[src/hdl/rqs_pkg.sv]
package rqs_pkg;

  localparam logic [2:0] MODE_PUSH_BACK  = 3'd0;
  localparam logic [2:0] MODE_PUSH_FRONT = 3'd1;
  localparam logic [2:0] MODE_TICK       = 3'd2;
  localparam logic [2:0] MODE_POP_RATIO  = 3'd3;
  localparam logic [2:0] MODE_POP_SHORT  = 3'd4;

  localparam logic [1:0] ST_DONE  = 2'd0;
  localparam logic [1:0] ST_EMPTY = 2'd1;
  localparam logic [1:0] ST_FULL  = 2'd2;

  localparam logic [15:0] WAIT_MAX = 16'hFFFF;

  typedef struct packed {
    logic [15:0] pid;
    logic [15:0] burst;
    logic [15:0] wait_t;
  } task_t;

  typedef enum logic [3:0] {
    S_IDLE,
    S_DECODE,
    S_TICK_RD,
    S_TICK_WR,
    S_SCAN_RD,
    S_SCAN_MUL,
    S_SCAN_CMP,
    S_SHIFT_SET,
    S_SHIFT_CHK,
    S_SHIFT_WR,
    S_FIN
  } state_t;

  typedef struct packed {
    logic load_in;
    logic finish;
    logic rd_cur;
    logic rd_next;
    logic tick_wr;
    logic mul;
    logic cmp;
    logic shift_wr;
    logic idx_inc;
    logic idx_best;
  } cmd_t;

  typedef struct packed {
    logic op_tick;
    logic op_pop;
    logic empty;
    logic last;
    logic shift_end;
  } sts_t;

endpackage

[src/hdl/ready_queue_hrrn_sjf_select.sv]
// Push: decode, finish. Tick: read and write back each task. Pop: scan all, then compact.
// Empty pops, full pushes and unused modes go from decode straight to finish.
// Throughput: one word at a time; the next is taken in the cycle after its result is
// registered. The pop scan shares one memory read port and one cross-multiply compare.
// Reset (rst_n, synchronous, active low) empties the queue; slot contents are not cleared.
module ready_queue_hrrn_sjf_select #(
  parameter int QUEUE_DEPTH = 16
) (
  input  logic        clk,
  input  logic        rst_n,
  input  logic        in_valid,
  output logic        in_ready,
  input  logic [2:0]  in_mode,
  input  logic [15:0] in_task_pid,
  input  logic [15:0] in_burst_time,
  input  logic [15:0] in_wait_time,
  output logic        out_valid,
  input  logic        out_ready,
  output logic [1:0]  out_status,
  output logic [15:0] out_pid,
  output logic [15:0] out_burst,
  output logic [15:0] out_wait,
  output logic [4:0]  out_occupancy
);
  import rqs_pkg::*;

  cmd_t cmd;
  sts_t sts;

  rqs_ctrl u_ctrl (
    .clk       (clk),
    .rst_n     (rst_n),
    .in_valid  (in_valid),
    .in_ready  (in_ready),
    .out_valid (out_valid),
    .out_ready (out_ready),
    .sts       (sts),
    .cmd       (cmd)
  );

  rqs_dpath #(
    .QUEUE_DEPTH (QUEUE_DEPTH)
  ) u_dpath (
    .clk           (clk),
    .rst_n         (rst_n),
    .cmd           (cmd),
    .sts           (sts),
    .in_mode       (in_mode),
    .in_task_pid   (in_task_pid),
    .in_burst_time (in_burst_time),
    .in_wait_time  (in_wait_time),
    .out_status    (out_status),
    .out_pid       (out_pid),
    .out_burst     (out_burst),
    .out_wait      (out_wait),
    .out_occupancy (out_occupancy)
  );

endmodule

[src/hdl/rqs_ctrl.sv]
module rqs_ctrl (
  input  logic          clk,
  input  logic          rst_n,
  input  logic          in_valid,
  output logic          in_ready,
  output logic          out_valid,
  input  logic          out_ready,
  input  rqs_pkg::sts_t sts,
  output rqs_pkg::cmd_t cmd
);
  import rqs_pkg::*;

  state_t state_r, state_nxt;
  logic   out_valid_r, out_valid_nxt;
  logic   out_free;

  assign out_free  = !out_valid_r || out_ready;
  assign out_valid = out_valid_r;
  assign in_ready  = (state_r == S_IDLE);

  always_ff @(posedge clk) begin
    if (!rst_n) begin
      state_r     <= S_IDLE;
      out_valid_r <= 1'b0;
    end else begin
      state_r     <= state_nxt;
      out_valid_r <= out_valid_nxt;
    end
  end

  always_comb begin
    state_nxt     = state_r;
    cmd           = '0;
    out_valid_nxt = out_valid_r && !out_ready;
    case (state_r)
      S_IDLE: begin
        if (in_valid) begin
          cmd.load_in = 1'b1;
          state_nxt   = S_DECODE;
        end
      end
      S_DECODE: begin
        if (sts.op_tick && !sts.empty) begin
          state_nxt = S_TICK_RD;
        end else if (sts.op_pop && !sts.empty) begin
          state_nxt = S_SCAN_RD;
        end else begin
          state_nxt = S_FIN;
        end
      end
      S_TICK_RD: begin
        cmd.rd_cur = 1'b1;
        state_nxt  = S_TICK_WR;
      end
      S_TICK_WR: begin
        cmd.tick_wr = 1'b1;
        cmd.idx_inc = 1'b1;
        state_nxt   = sts.last ? S_FIN : S_TICK_RD;
      end
      S_SCAN_RD: begin
        cmd.rd_cur = 1'b1;
        state_nxt  = S_SCAN_MUL;
      end
      S_SCAN_MUL: begin
        cmd.mul   = 1'b1;
        state_nxt = S_SCAN_CMP;
      end
      S_SCAN_CMP: begin
        cmd.cmp     = 1'b1;
        cmd.idx_inc = 1'b1;
        state_nxt   = sts.last ? S_SHIFT_SET : S_SCAN_RD;
      end
      S_SHIFT_SET: begin
        cmd.idx_best = 1'b1;
        state_nxt    = S_SHIFT_CHK;
      end
      S_SHIFT_CHK: begin
        if (sts.shift_end) begin
          state_nxt = S_FIN;
        end else begin
          cmd.rd_next = 1'b1;
          state_nxt   = S_SHIFT_WR;
        end
      end
      S_SHIFT_WR: begin
        cmd.shift_wr = 1'b1;
        cmd.idx_inc  = 1'b1;
        state_nxt    = S_SHIFT_CHK;
      end
      S_FIN: begin
        if (out_free) begin
          cmd.finish    = 1'b1;
          out_valid_nxt = 1'b1;
          state_nxt     = S_IDLE;
        end
      end
      default: state_nxt = S_IDLE;
    endcase
  end

endmodule

[src/hdl/rqs_dpath.sv]
module rqs_dpath #(
  parameter int QUEUE_DEPTH = 16
) (
  input  logic          clk,
  input  logic          rst_n,
  input  rqs_pkg::cmd_t cmd,
  output rqs_pkg::sts_t sts,
  input  logic [2:0]    in_mode,
  input  logic [15:0]   in_task_pid,
  input  logic [15:0]   in_burst_time,
  input  logic [15:0]   in_wait_time,
  output logic [1:0]    out_status,
  output logic [15:0]   out_pid,
  output logic [15:0]   out_burst,
  output logic [15:0]   out_wait,
  output logic [4:0]    out_occupancy
);
  import rqs_pkg::*;

  localparam int AW = (QUEUE_DEPTH > 1) ? $clog2(QUEUE_DEPTH) : 1;
  localparam int CW = $clog2(QUEUE_DEPTH + 1);
  localparam logic [AW:0] DEPTH_W = (AW + 1)'(QUEUE_DEPTH);

  task_t          mem [QUEUE_DEPTH];
  logic [2:0]     op_r;
  task_t          in_r;
  task_t          rd_data_r;
  task_t          cand_r;
  task_t          best_r;
  logic [AW-1:0]  best_idx_r;
  logic [31:0]    prod_c_r, prod_b_r;
  logic [AW-1:0]  head_r, head_nxt;
  logic [CW-1:0]  count_r, count_nxt;
  logic [CW-1:0]  k_r;
  logic [CW-1:0]  k_p1;
  logic [AW-1:0]  k_lo, k1_lo;
  logic [1:0]     out_status_r;
  task_t          out_task_r;
  logic [4:0]     out_occ_r;

  logic           op_push, op_front, full, pop_ok, push_ok;
  logic [1:0]     res_status;
  logic           we;
  logic [AW-1:0]  waddr, raddr;
  task_t          wdata;
  logic [15:0]    nb_cand, nb_best;
  logic           better;

  function automatic logic [AW-1:0] phys(input logic [AW-1:0] h, input logic [AW-1:0] i);
    logic [AW:0] s;
    s = {1'b0, h} + {1'b0, i};
    if (s >= DEPTH_W) s = s - DEPTH_W;
    return s[AW-1:0];
  endfunction

  assign k_lo     = k_r[AW-1:0];
  assign k_p1     = k_r + CW'(1);
  assign k1_lo    = k_lo + AW'(1);
  assign op_push  = (op_r == MODE_PUSH_BACK) || (op_r == MODE_PUSH_FRONT);
  assign op_front = (op_r == MODE_PUSH_FRONT);
  assign full     = (count_r == CW'(QUEUE_DEPTH));
  assign push_ok  = op_push && !full;
  assign pop_ok   = sts.op_pop && !sts.empty;

  assign sts.op_tick   = (op_r == MODE_TICK);
  assign sts.op_pop    = (op_r == MODE_POP_RATIO) || (op_r == MODE_POP_SHORT);
  assign sts.empty     = (count_r == '0);
  assign sts.last      = (k_p1 == count_r);
  assign sts.shift_end = (k_p1 >= count_r);

  always_comb begin
    if (op_push && full) res_status = ST_FULL;
    else if (sts.op_pop && sts.empty) res_status = ST_EMPTY;
    else res_status = ST_DONE;
  end

  always_comb begin
    head_nxt  = head_r;
    count_nxt = count_r;
    if (cmd.finish && push_ok) begin
      count_nxt = count_r + CW'(1);
      if (op_front) head_nxt = (head_r == '0) ? AW'(QUEUE_DEPTH - 1) : head_r - AW'(1);
    end else if (cmd.finish && pop_ok) begin
      count_nxt = count_r - CW'(1);
    end
  end

  // single write port: push, tick update or compaction
  always_comb begin
    we    = 1'b0;
    waddr = phys(head_r, k_lo);
    wdata = rd_data_r;
    if (cmd.finish && push_ok) begin
      we    = 1'b1;
      wdata = in_r;
      waddr = op_front ? head_nxt : phys(head_r, count_r[AW-1:0]);
    end else if (cmd.tick_wr) begin
      we = 1'b1;
      if (rd_data_r.wait_t != WAIT_MAX) wdata.wait_t = rd_data_r.wait_t + 16'd1;
    end else if (cmd.shift_wr) begin
      we = 1'b1;
    end
  end

  assign raddr = cmd.rd_next ? phys(head_r, k1_lo) : phys(head_r, k_lo);

  always_ff @(posedge clk) begin
    if (we) mem[waddr] <= wdata;
    if (cmd.rd_cur || cmd.rd_next) rd_data_r <= mem[raddr];
  end

  assign nb_cand = (rd_data_r.burst == '0) ? 16'd1 : rd_data_r.burst;
  assign nb_best = (best_r.burst == '0) ? 16'd1 : best_r.burst;

  always_comb begin
    if (op_r == MODE_POP_RATIO) better = prod_c_r > prod_b_r;
    else better = cand_r.burst < best_r.burst;
  end

  always_ff @(posedge clk) begin
    if (cmd.load_in) begin
      in_r.pid    <= in_task_pid;
      in_r.burst  <= in_burst_time;
      in_r.wait_t <= in_wait_time;
    end
    if (cmd.mul) begin
      cand_r   <= rd_data_r;
      prod_c_r <= rd_data_r.wait_t * nb_best;
      prod_b_r <= best_r.wait_t * nb_cand;
    end
    if (cmd.cmp && (k_r == '0 || better)) begin
      best_r     <= cand_r;
      best_idx_r <= k_lo;
    end
    if (cmd.finish) begin
      out_status_r <= res_status;
      out_task_r   <= pop_ok ? best_r : '0;
      out_occ_r    <= 5'(count_nxt);
    end
  end

  always_ff @(posedge clk) begin
    if (!rst_n) begin
      op_r    <= MODE_PUSH_BACK;
      head_r  <= '0;
      count_r <= '0;
      k_r     <= '0;
    end else begin
      head_r  <= head_nxt;
      count_r <= count_nxt;
      if (cmd.load_in) begin
        op_r <= in_mode;
        k_r  <= '0;
      end else if (cmd.idx_best) begin
        k_r <= CW'(best_idx_r);
      end else if (cmd.idx_inc) begin
        k_r <= k_p1;
      end
    end
  end

  assign out_status    = out_status_r;
  assign out_pid       = out_task_r.pid;
  assign out_burst     = out_task_r.burst;
  assign out_wait      = out_task_r.wait_t;
  assign out_occupancy = out_occ_r;

endmodule
[config.mk]
export PLATFORM = sky130hd
export DESIGN_NAME = ready_queue_hrrn_sjf_select
export DESIGN_NICKNAME = d
export VERILOG_FILES = /design/src/hdl/rqs_pkg.sv /design/src/hdl/ready_queue_hrrn_sjf_select.sv /design/src/hdl/rqs_ctrl.sv /design/src/hdl/rqs_dpath.sv
export SDC_FILE = /design/constraint.sdc
export NUM_CORES = 2
export LEC_CHECK = 0
export BUFFER_PORTS_ARGS = -buffer_cell sky130_fd_sc_hd__buf_2
export CORE_MARGIN = 3
export CORE_UTILIZATION = 35
export DETAILED_ROUTE_END_ITERATION = 10
export GPL_TIMING_DRIVEN = 0
export HOLD_SLACK_MARGIN = 0.08
export SYNTH_ARGS = -nofsm -noshare
export SYNTH_HDL_FRONTEND = slang
export SYNTH_SLANG_ARGS = --single-unit
export TNS_END_PERCENT = 5
[constraint.sdc]
create_clock -name clk -period 6.8 [get_ports clk]
set_input_delay 0.34 -clock clk [delete_from_list [all_inputs] [get_ports clk]]
set_output_delay 0.34 -clock clk [all_outputs]
set_load 0.01 [all_outputs]
**Word level (Yosys, flattened, before mapping)**

Memories as Yosys holds them, arrays and structs flattened. A register that Yosys moved wholly into a read port is not among the register bits.
Index checks and enable logic that the tools add are counted.

- Add/subtract/negate cells: 12
- Multiply operators: 2
- $lt $le $gt $ge: 6
- Equal/unequal tests: 19
- Muxes and demuxes: 49
- Bitwise logic cells: 1
- Reductions and logical operators: 32

Operators with widths:

| cell | count |
|---|---|
| 2-to-1 mux 16 bit | 5 |
| multiplier 16 x 16 -> 32 bit | 2 |
| 2-to-1 mux 4 bit | 16 |
| one-hot mux 4 bit (10 select lines) | 1 |
| > comparator 32 bit | 1 |
| logical NOT 16 bit | 2 |
| 2-to-1 mux 32 bit | 1 |
| 2-to-1 mux 1 bit | 22 |
| adder 16 x 1 -> 16 bit, second input constant | 1 |
| == test 4 x 3 -> 1 bit, second input constant | 4 |
| less-than comparator 16 bit | 1 |
| inequality test 16 bit, second input constant | 1 |
| subtractor 4 x 1 -> 4 bit, second input constant | 4 |
| adder 4 x 4 -> 5 bit | 3 |
| >= comparator 5 bit, second input constant | 3 |
| == test 4 bit, second input constant | 3 |
| adder 5 x 1 -> 5 bit, second input constant | 2 |
| logical NOT 5 bit | 2 |
| 2-to-1 mux 5 bit | 2 |
| logical AND 1 bit | 9 |
| == test 4 x 2 -> 1 bit, second input constant | 2 |
| logical NOT 4 bit | 2 |
| == test 3 x 2 -> 1 bit, second input constant | 2 |
| OR reduction 2 bit | 3 |
| other kinds (18) | 27 |

- Bits in registers: 289
- Memory bits (writable): 768
- Input port bits: 55
- Output and inout port bits: 57
- Word-level logic and storage cells: 146
- Memories kept: 1

Memory list:

| name | depth | width | read ports | clocked after Yosys merged registers in | wr ports | RTL line | source |
|---|---|---|---|---|---|---|---|
| u_dpath.mem | 16 | 48 | 1 | 1 | 1 | rqs_dpath.sv:24 | `task_t mem [QUEUE_DEPTH];` |

**Longest topological paths before layout**

- Depth in word-level cells: 8
- Gate-level depth with buffers: 24
- Depth with buffers taken out: 23

**By module**

A second synthesis with hierarchy kept.

- Cells, all modules: 4147
- Area, all modules: 60121.4 um^2

Modules (own cells, without submodules):

| module | times used | cells an instance | area an instance (um^2) | sequential area each (um^2) |
|---|---|---|---|---|
| rqs_dpath | 1 | 4091 | 59691.0 | 32861.5 |
| rqs_ctrl | 1 | 56 | 430.4 | 100.1 |

**Least setup slack after synthesis**

No wires, ideal clock.

- Kind: register to register
- Start: register u_ctrl.state_r[3]
- End: memory u_dpath.mem[2][0] in the netlist's numbering (enable)
- Setup time: 0.454 ns
- Arrival time: 6.879 ns
- Data required time: 6.346 ns
- Slack: -0.533 ns
- Stages on the path, launching flop included: 11
- Buffers on the path: 3
- Clock period less this slack: 7.333 ns
- Cell sequence: dfxtp_1 > buf_2 > inv_1 > or3_1 > nor2b_1 > and2_1 > clkbuf_1 > clkbuf_1 > a22oi_1 > or2_2 > nor2_1

RTL lines:

| element | RTL line | source |
|---|---|---|
| start, declared | rqs_ctrl.sv:13 | `state_t state_r, state_nxt;` |
| start signal, assigned | rqs_ctrl.sv:26 | `state_r <= state_nxt;` |
| end, declared | rqs_dpath.sv:24 |  |

**Worst setup path after layout**

- Start: register, netlist name u_dpath.rd_data_r[8]
- End: register u_dpath.prod_c_r[25], data pin

- Word-level cells in the longest chain between the ends: 1

RTL lines:

| element | RTL line | source |
|---|---|---|
| multiplier 16 x 16 -> 32 bit | rqs_dpath.sv:128 | `prod_c_r <= rd_data_r.wait_t * nb_best;` |
| end signal, assigned | rqs_dpath.sv:128 |  |
| end, declared | rqs_dpath.sv:31 | `logic [31:0] prod_c_r, prod_b_r;` |

Every way passes these cells.
A chain may end at the register's enable or synchronous reset.

==> impl_metrics.csv <==
group,metric,value,unit
floorplanning,placementRows,151,
sta,slew_viol_final,0,
clock_network,cts.clk_slew.worst_paths,0.06,ns
clock_network,cts_tree,"yes",
sta,skew,0.0588,ns
clock_network,htree_levels,3,
detailed_routing,num_vias,36600,
worst_hold_path,hold_class,"input pin to flip-flop",
detailed_routing,drt-total-wl,159000,um
synth,synth-async-reset-ratio,0,%
detailed_routing,first_pass_iters,7,
global_routing,grt_pass1_wl,238000,um
placed_design,preCtsSetupSlack,-1.21,ns
clock_network,cts.sinks,1105,
worst_setup_path,startpoint,"u_dpath.rd_data_r[8]",
clock_network,cts_buffer_depth,3,
synth,synth_fp_nets,5272,
placed_design,io_buffers,111,
detailed_routing,drc,0,
synth,synth_area_leaders,"edfxtp_1 (54%), fa_1 (13%), ha_1 (5.8%)",
synth,synth_top_area_share,54.3,%
final_layout,areaGrowthSynthToFinish,15.1,%
synth,ys_seq_area_share,55.1,%
worst_setup_path,crit_end,"u_dpath.prod_c_r[25]",
floorplanning,dieWidth,419,um
floorplanning,die_h,419,um
worst_setup_path,rrSetupSlack,0.13,ns
sta,worst_slack,0.135,ns
worst_setup_path,reg2regPathDepth,21,
synth,synth-edff-count,1083,
worst_setup_path,endpoint_kind,"flip-flop",
floorplanning,start_util,35.3,%
sta,tightest_slew,1.36,ns
synth,synth_warnings,0,
detailed_routing,wl_per_cell,22.1,um
clock_network,cts_buffers,113,
synth,yosys_most_used_dff,"edfxtp_1",
sta,rsz0062_at_grt,"yes",
synth,synth_area,0.0598,mm^2
placed_design,gp_congestion,0.906,
worst_setup_path,r2r_start,"u_dpath.rd_data_r[8]",
detailed_routing,ant_nets,0,
synth,avgSynthCellArea,13.1,um^2
floorplanning,core,0.170,mm^2
floorplanning,io-pin-count,112,
detailed_routing,drt_iter0_drc,2885,
final_layout,final_cell_area,0.0689,mm^2
sta,hold_viol_final,0,
clock_network,cts-root-buf,"clkbuf_16",
worst_setup_path,critPathRequiredTime,7.29,ns
global_routing,grt_max_degree,37,
global_routing,overflow,0,
placed_design,hpwlAfterDp,118000,um
sta,fmax,150,MHz
floorplanning,dieArea,0.176,mm^2
sta,max-slew-margin-rel,8.90,%
clock_network,clkLatencyLatePin,0.73,ns
job,cap_violations,0,
sta,fin_setup_tns,0,ns
worst_setup_path,cp_max_fo,10,
placed_design,postPlaceCellArea,0.0642,mm^2
synth,yosysMostFrequentCell,"edfxtp_1",
synth,synth_cell_types,70,
worst_setup_path,worst_setup_path_start_kind,"flip-flop",
final_layout,final_layout_size_suffix_gt1_share,12.6,%
sta,period_minus_slack,6.67,ns
global_routing,grt_pass1_vias,37800,
synth,synthTopCellsByCount,"edfxtp_1 (1,083), nand2_1 (780), inv_1 (524)",
final_layout,final_nets,5639,
global_routing,grt_use_total,18.0,%
worst_setup_path,cp.arrival,7.16,ns
sta,fin_crit_sh,98.0,%
final_layout,postLayoutCoreUtil,40.6,%
sta,setup_viol,0,
synth,ys_ff_latch,1105,
synth,synthCells,4551,
global_routing,antenna_found_initial,6,
run_status,status,"complete, no violations",
synth,yosysTopAreaCell,"edfxtp_1",
worst_setup_path,critPathKind,"flip-flop to flip-flop",
detailed_routing,vias_per_cell,5.07,
worst_setup_path,r2r_end,"u_dpath.prod_c_r[25]",
final_layout,n_antenna_cell,0,
[layout by cell type, fill, tap and decap left out, types with 13 or more instances in the layout]
master / n
edfxtp_1: 1083
nand2_1: 780
inv_1: 523
fa_1: 391
ha_1: 275
and2_1: 270
buf_2: 148
nand3_1: 118
clkbuf_16: 114
mux4_2: 96
clkbuf_1: 92
buf_4: 82
nor2_1: 75
a21oi_1: 70
xnor2_1: 65
nand4_1: 61
mux2i_1: 57
dlygate4sd3_1: 57
a22oi_1: 50
a32oi_1: 50
o21ai_0: 40
a21o_1: 39
nor3_1: 37
clkbuf_2: 36
clkinv_1: 35
buf_12: 35
clkinv_2: 25
dfxtp_1: 22
xor2_1: 20
nor2_4: 18
o21bai_1: 16
o21ai_1: 14
and3_1: 13
nor2b_1: 13
nand2b_1: 13
[cell families (layout without fill, tap and decap cells)]
kind of cell    count (synthesis)  count (layout)  synth area share, %
simple gates                 1440            1440                 11.1
flops                        1105            1105                 55.1
buf+inv                       734            1195                 4.82
fa+ha+maj                     666             666                 18.8
compound gates                361             361                 4.20
mux                           157             157                 4.64
xor+xnor                       88              88                 1.30
[area by class of cell]
class / count / area (um^2)
well taps: 2218 / 2780
inverters: 525 / 1980
multi-input cells: 2712 / 24200
fillers: 15700 / 101000
clock inverters: 76 / 564
flip-flops and latches: 1105 / 33000
plain buffers: 183 / 940
repair buffers: 278 / 2490
clock buffers: 133 / 2940
[through the flow]
| step | cells | hold slack [ns] |
|---|---|---|
| 6_report | 7230 | 0.313 |
| 5_1_grt | 7230 | 0.282 |
| 4_1_cts | 7192 | 0.256 |
| 3_5_place_dp | 6927 | 0.405 |
| 3_3_place_gp | 6880 | 0.404 |
| 2_1_floorplan | 4551 | 0.400 |
[sequential cells by signal, indices dropped and copies added, names as in the netlist]
register and cells:
u_dpath.mem 768, u_dpath.best_r 48, u_dpath.cand_r 48, u_dpath.in_r 48, u_dpath.rd_data_r 48, u_dpath.prod_b_r 32
u_dpath.prod_c_r 32, u_dpath.out_burst 16, u_dpath.out_pid 16, u_dpath.out_wait 16, u_dpath.count_r 5, u_dpath.k_r 5
u_dpath.out_occupancy 5, u_ctrl.state_r 4, u_dpath.best_idx_r 4, u_dpath.head_r 4, u_dpath.op_r 3, u_dpath.out_status 2
u_ctrl.out_valid 1
[worst max-delay path: stages, from the launching register on]
cell,delay (ns)
edfxtp_1,0.47
buf_2,0.33
nand2_1,0.13
fa_1,0.53
fa_1,0.51
inv_1,0.06
fa_1,0.49
inv_1,0.05
fa_1,0.57
fa_1,0.44
fa_1,0.50
inv_1,0.06
ha_1,0.35
and3_1,0.23
o31ai_1,0.31
a21oi_1,0.16
a311oi_2,0.25
buf_4,0.17
nor2_1,0.08
nand3_1,0.10
mux2_2,0.36
a211oi_4,0.28
[how the worst min path moves through the flow]
stage | start | endpoint | slack, ns | cells past startpoint
final | in_burst_time[12] | u_dpath.in_r[28] | 0.31 | 2
after CTS | in_burst_time[12] | u_dpath.in_r[28] | 0.26 | 2
after global routing | in_burst_time[12] | u_dpath.in_r[28] | 0.28 | 2
after floorplan | u_dpath.cand_r[0] | u_dpath.best_r[0] | 0.40 | 0
after detailed placement | u_dpath.cand_r[34] | u_dpath.best_r[34] | 0.41 | 0
after global placement | u_dpath.cand_r[46] | u_dpath.best_r[46] | 0.40 | 0
[routing by layer]
metal	vias up	track usage, %	share of wire, %
met2	1161	30.8	49
met1	18700	23.0	41
met5	-	0	0
met4	0	7.18	4.1
met3	276	2.82	5.8
li1	16500	-	-
[repair_timing]
item | in CTS | in global routing
hold buffers | 57 | 0
buffers inserted | 21 | 41
gates resized for setup | 66 | 67
pin swaps | 1 | 0
endpoints found under the setup margin | 22 | 14
endpoints found under the hold margin | 61 | 0
Power is not shown: default switching activity piles up to over one toggle a cycle in this logic, so the estimate is an artifact.
